--- src/hw/rtl/mvna_pkg.sv ---
// Shared types and constants for the mesh vertex normal accumulator.
// Request and result items, queue commands, state encodings.
// No dependencies.
`default_nettype none

package mvna_pkg;

	localparam int IDX_W       = 12;
	localparam int COORD_W     = 32;
	localparam int NORM_W      = 16;
	localparam int QUEUE_DEPTH = 4;

	// request action codes
	typedef enum logic [1:0] {
		ACT_WRITE = 2'd0,
		ACT_FACE  = 2'd1,
		ACT_READ  = 2'd2,
		ACT_NONE  = 2'd3
	} action_t;

	typedef struct packed {
		logic [1:0]                action;
		logic [IDX_W-1:0]          vertex_index;
		logic signed [COORD_W-1:0] pos_x;
		logic signed [COORD_W-1:0] pos_y;
		logic signed [COORD_W-1:0] pos_z;
		logic [IDX_W-1:0]          corner_a;
		logic [IDX_W-1:0]          corner_b;
		logic [IDX_W-1:0]          corner_c;
	} req_item_t;

	typedef struct packed {
		logic signed [NORM_W-1:0] normal_x;
		logic signed [NORM_W-1:0] normal_y;
		logic signed [NORM_W-1:0] normal_z;
		logic                     zero_length;
	} rsp_item_t;

	typedef struct packed {
		logic signed [COORD_W-1:0] x;
		logic signed [COORD_W-1:0] y;
		logic signed [COORD_W-1:0] z;
	} vec_t;

	// classified commands held in the queue
	typedef enum logic [1:0] {
		CMD_WRITE     = 2'd0,
		CMD_FACE      = 2'd1,
		CMD_READ      = 2'd2,
		CMD_READ_ZERO = 2'd3
	} cmd_op_t;

	typedef struct packed {
		cmd_op_t          op;
		logic [IDX_W-1:0] idx;
		logic [IDX_W-1:0] ca;
		logic [IDX_W-1:0] cb;
		logic [IDX_W-1:0] cc;
		vec_t             pos;
	} cmd_t;

	// normalize unit result
	typedef struct packed {
		logic                     zero;
		logic signed [NORM_W-1:0] nx;
		logic signed [NORM_W-1:0] ny;
		logic signed [NORM_W-1:0] nz;
	} norm_res_t;

	typedef enum logic [2:0] {
		N_IDLE,
		N_MAX,
		N_SHIFT,
		N_SQ,
		N_SQRT,
		N_DIVINIT,
		N_DIV,
		N_DONE
	} norm_state_t;

	typedef enum logic [3:0] {
		B_IDLE,
		B_WRITE,
		B_FA,
		B_FB,
		B_FC,
		B_FE,
		B_MUL,
		B_NSTART,
		B_NWAIT,
		B_ARD,
		B_AWR,
		B_RRD,
		B_EMIT
	} back_state_t;

endpackage

`default_nettype wire

--- src/hw/rtl/mvna_queue.sv ---
// Small command queue between the front end and the execution back end.
// Depends on mvna_pkg.
`default_nettype none

module mvna_queue import mvna_pkg::*; (
	input  logic clk,
	input  logic arst_n,
	input  logic push,
	input  cmd_t push_cmd,
	output logic full,
	input  logic pop,
	output cmd_t pop_cmd,
	output logic empty
);

	localparam int PTR_W = $clog2(QUEUE_DEPTH);
	localparam int CNT_W = $clog2(QUEUE_DEPTH + 1);

	cmd_t             mem_q [QUEUE_DEPTH];
	logic [PTR_W-1:0] wr_ptr_q;
	logic [PTR_W-1:0] rd_ptr_q;
	logic [CNT_W-1:0] count_q;
	logic             do_push;
	logic             do_pop;

	assign full    = count_q == CNT_W'(QUEUE_DEPTH);
	assign empty   = count_q == '0;
	assign do_push = push && !full;
	assign do_pop  = pop && !empty;
	assign pop_cmd = mem_q[rd_ptr_q];

	// entry storage
	always_ff @(posedge clk) begin
		if (do_push) mem_q[wr_ptr_q] <= push_cmd;
	end

	// pointers and fill count
	always_ff @(posedge clk or negedge arst_n) begin
		if (!arst_n) begin
			wr_ptr_q <= '0;
			rd_ptr_q <= '0;
			count_q  <= '0;
		end else begin
			if (do_push)
				wr_ptr_q <= (wr_ptr_q == PTR_W'(QUEUE_DEPTH - 1)) ? '0 : wr_ptr_q + 1'b1;
			if (do_pop)
				rd_ptr_q <= (rd_ptr_q == PTR_W'(QUEUE_DEPTH - 1)) ? '0 : rd_ptr_q + 1'b1;
			if (do_push && !do_pop) count_q <= count_q + 1'b1;
			else if (!do_push && do_pop) count_q <= count_q - 1'b1;
		end
	end

endmodule

`default_nettype wire

--- config.mk ---
export PLATFORM = sky130hd
export DESIGN_NAME = mvna_queue
export DESIGN_NICKNAME = d
export VERILOG_FILES = /design/src/hw/rtl/mvna_pkg.sv /design/src/hw/rtl/mvna_queue.sv
export SDC_FILE = /design/constraint.sdc
export NUM_CORES = 1
export LEC_CHECK = 0
export BUFFER_PORTS_ARGS = -buffer_cell sky130_fd_sc_hd__buf_2
export CORE_MARGIN = 3
export CORE_UTILIZATION = 40
export CTS_CLUSTER_DIAMETER = 150
export DETAILED_ROUTE_END_ITERATION = 16
export PLACE_DENSITY = 0.61
export SLEW_MARGIN = 30
export SYNTH_ARGS = -nofsm -noshare
export SYNTH_HDL_FRONTEND = slang
export SYNTH_SLANG_ARGS = --single-unit
--- constraint.sdc ---
create_clock -name clk -period 9.15 [get_ports clk]
set_input_delay 0.4575 -clock clk [delete_from_list [all_inputs] [get_ports clk]]
set_output_delay 0.4575 -clock clk [all_outputs]
set_load 0.01 [all_outputs]
Word-level counts from Yosys, hierarchy flattened
Memories as Yosys holds them, arrays and structs flattened.
Index checks and enable logic that the tools add are counted.
{"block": "op_classes", "addsub": 4, "eq_ne": 3, "n_mux": 6, "reduce_logical": 10}
{"cell": "$mux W3", "n": 2}
{"cell": "$add A2 B1 Y2 const B", "n": 2}
{"cell": "$eq A2 B2 Y1 const B", "n": 2}
{"cell": "$logic_and A1 B1 Y1", "n": 4}
{"cell": "$logic_not A1 Y1", "n": 4}
{"cell": "$mux W2", "n": 2}
{"cell": "$add A3 B1 Y3 const B", "n": 1}
{"cell": "$eq A3 B3 Y1 const B", "n": 1}
{"cell": "$logic_not A3 Y1", "n": 1}
{"cell": "$sub A3 B1 Y3 const B", "n": 1}
{"cell": "$mux W1", "n": 2}
{"cell": "$reduce_bool A2 Y1", "n": 1}
{"block": "word_totals", "reg_bits": 7, "mem_bits_rw": 584, "in_bits": 150, "out_inout_bits": 148, "memories": 1}
{"name": "mem_q", "depth": 4, "width": 146, "read_ports": 1, "rd_clocked_by_memory_dff": 0, "write_ports": 1, "line_no": "mvna_queue.sv:19", "rtl": "cmd_t mem_q [QUEUE_DEPTH];"}

Depth between registers and ports, before layout
{"block": "depth", "ltp_word": 7, "mapped_depth": 8, "ltp_nobuf": 8}

Worst setup path before layout
OpenSTA, ideal clock, no wires.
{"block": "synth_timing", "kind": "register to register", "startpoint": "register wr_ptr_q[0]", "endpoint": "memory mem_q[3][0] (netlist bit) (enable)", "setup_ns": 0.657, "arrival_ns": 6.722, "setup_slack_ns": 1.771, "stages_incl_launch_ff": 4, "period_less_slack_ns": 7.379, "cell_sequence": "dfrtp_1 > ha_1 > nand2_1 > nor2_1"}
{"element": "start: declaration", "line_no": "mvna_queue.sv:20", "rtl": "logic [PTR_W-1:0] wr_ptr_q;"}
{"element": "start signal: assignment", "line_no": "mvna_queue.sv:45", "rtl": "wr_ptr_q <= (wr_ptr_q == PTR_W'(QUEUE_DEPTH - 1)) ? '0 : wr_ptr_q + 1'b1;"}
{"element": "end: declaration", "line_no": "mvna_queue.sv:19"}
Straight into the memory's write port.

==> flow_summary_export.csv <==
group,metric,value,unit
detailed_routing,vias,9602,
detailed_routing,first_iter_violations,473,
pwr,p_leak,8.61,nW
job,max_cap_violations,0,
pwr,powerDensity,325,nW/um2
setup_path,worstSetupStartpointType,"flip-flop",
place,port_buffers,297,
clock_tree,cts_tree,"done",
synth,yosysTopAreaCell,"edfxtp_1",
sta,finalSetupViolCount,0,
global_route,grt_max_degree,61,
setup_path,critPathLaunch,"rd_ptr_q[0]$_DFFE_PN0P_",
synth,syn_nets,957,
layout,layout-drive-gt1-share,45.8,%
synth,avgSynthCellArea,27.0,um2
setup_path,path_cells,"buf_4 -> buf_6 -> mux4_2 -> buf_2",
layout,synthToLayoutAreaGrowth,18.5,%
synth,synth_area,21600,um2
clock_tree,clk_latency,0.61,ns
detailed_routing,wl_per_cell,22.1,um
setup_path,cp.depth,4,
setup_path,cp.arrival,3.51,ns
detailed_routing,avgViaCountPerCell,5.10,
clock_tree,clk_pin_slew,0.06,ns
layout,fin_util,48.4,%
place,place_congestion,0.717,
setup_path,required,8.69,ns
sta,rsz0062_at_grt,"false",
detailed_routing,drc,0,
sta,maxSlewHeadroom,37.7,%
setup_path,rr_worst_depth,4,
global_route,grt_pass1_wl,63100,um
die,die_y,238,um
global_route,track_usage,14.7,%
global_route,antenna_found_initial,14,
sta,period_share,43.3,%
sta,max_freq,0.252,GHz
clock_tree,htreeDepth,2,
setup_path,r2r_slack,6.19,ns
layout,finalNetCount,1299,
clock_tree,clk_path_buf_depth,3,
die,dieArea,56900,um2
layout,fillers,4348,
die,std_cell_rows,84,
clock_tree,cts_sinks,591,
setup_path,worst_setup_path_end_kind,"output port",
setup_path,r2r-end,"mem_q[2][55]$_DFFE_PP_",
place,dpl.hpwl,24700,um
detailed_routing,wl,41700,um
synth,synthCells,800,
setup_path,cp_slowest_stage_delay,0.72,ns
synth,yosys-top-cells-area,"edfxtp_1, mux4_2, buf_12",
hold_path,hold_path.class,"in -> reg",
sta,drv_slew,0,
run_status,status,"completed",
die,die_w,238,um
synth,synth_top_cell_area_share,81.1,%
setup_path,worstSetupPathType,"reg -> out",
sta,tns,0,ns
setup_path,crit_family,"buffers and inverters",
synth,ys_seq_area_share,81.9,%
setup_path,cp_slowest_cell,"dfrtp_4",
sta,min_period,3.97,ns
die,num_io_pins,298,
setup_path,cp_num_buf_inv,3,
die,initial_core_util,40.8,%
setup_path,endpoint,"pop_cmd[52]",
detailed_routing,ant_nets,0,
clock_tree,post_cts_resized,0,
clock_tree,cts_buffers,60,
detailed_routing,dr.pass1.iters,7,
sta,worstMarginPinSlew,0.934,ns
sta,finalClockSkew,0.0224,ns
clock_tree,root_buffer,"clkbuf_16",
pwr,ir_worst_vdd,0.243,mV
synth,synth.distinct_cells,22,
setup_path,reg2reg_from,"count_q[2]$_DFFE_PN0P_",
hold_path,hp-start,"push_cmd[124]",
global_route,grt_pass1_vias,10100,
synth,yosys_register_bits,591,
sta,finalHoldViolCount,0,
synth,yosys_warnings,0,
setup_path,worstPathMaxFanout,47,
global_route,grt-ovfl-total,0,
die,core_area,53000,um2
## worst min path at each step
stage / to / slack (ns) / cells after the start
2_1_floorplan: count_q[0]$_DFFE_PN0P_ / 0.16 / 0
3_3_place_gp: wr_ptr_q[1]$_DFFE_PN0P_ / 0.30 / 1
3_5_place_dp: wr_ptr_q[1]$_DFFE_PN0P_ / 0.30 / 1
4_1_cts: mem_q[0][35]$_DFFE_PP_ / 0.002 / 1
5_1_grt: mem_q[2][145]$_DFFE_PP_ / 0.02 / 1
6_report: mem_q[2][124]$_DFFE_PP_ / 0.06 / 1
## stage by stage
stage	total power [mW]	setup slack (ns)	instances	hold slack (ns)	instance area, um2
floorplan	5.42	1.77	800	0.162	21600
global placement	6.16	5.44	1766	0.301	23700
detailed placement	6.19	5.43	1766	0.296	23700
CTS	8.50	4.73	1876	0.00158	25600
global route	8.77	4.82	1878	0.0172	25600
finish	8.32	5.18	1884	0.0585	25600
## placed cells by master (no fill, tap or decap), drive strengths merged, types with 3 or more instances in the layout
cell	synthesis	final
edfxtp	584	584
buf	31	311
mux4	146	146
clkbuf	2	76
clkinv	0	25
diode	0	8
dfrtp	7	7
ha	6	6
inv	3	5
mux2	4	4
bufinv	0	4
and2	3	3
nor2	3	3
## logic make-up after synthesis
logic type	after synthesis	share of synthesized area (%)
xor gates and xnor gates	3	0.122
buffers and inverters	36	1.70
DFF	591	81.9
adders and majority gates	7	0.440
AOI/OAI and AO/OA	2	0.0926
and+or+nand+nor	11	0.289
muxes	150	15.4
## metal layers
layer | track usage [%] | wire length [um] | vias up
met5 | 0 | 99 | -
met4 | 3.98 | 919 | 14
met3 | 6.04 | 3980 | 76
met2 | 22.8 | 19600 | 307
met1 | 19.4 | 17000 | 5028
li1 | - | - | 4177
## state kept, by name, summed over array words and instances, names as in the netlist
name	flops
rd_ptr_q	2
count_q	3
wr_ptr_q	2
mem_q	584
## Yosys cell counts
library cell	instances
and2_1	3
dfrtp_1	7
nor2_1	3
nor3_1	2
a21o_1	1
edfxtp_1	584
buf_12	11
nand2_1	1
buf_6	4
buf_4	1
buf_2	15
ha_1	6
fa_1	1
nor2b_1	1
inv_1	3
nor3b_2	1
mux4_2	146
xnor2_1	1
mux2_2	4
o31ai_2	1
xor2_1	2
clkbuf_1	2
## worst reg2reg max path: cells and delay by family (launching register included)
family,cells,cell delay (ns)
and+or+nand+nor,3,1.25
buffers and inverters,1,0.83
DFF,1,0.42
## repair_timing
item,in CTS,in global routing
hold endpoints to repair,11,0
buffers inserted,0,0
hold buffers,2,0
## power breakdown
group / internal [mW] / switching [mW] / total (mW)
logic: 1.03 / 1.27 / 2.30
registers: 3.58 / 0.165 / 3.74
clock network: 1.31 / 0.959 / 2.27
total: 5.92 / 2.40 / 8.32
## layout make-up
cell class | count | area (um2) | share of cell area, %
inverters | 3 | 11.3 | 0.0439
well taps | 688 | 861 | 3.36
multi-input cells | 173 | 3550 | 13.9
flip-flops and latches | 591 | 17700 | 69.2
repair buffers | 313 | 1620 | 6.32
diodes | 8 | 20.0 | 0.0781
clock buffers | 76 | 1560 | 6.09
clock inverters | 32 | 279 | 1.09
Note: power is estimated with default switching activity, not from simulation.
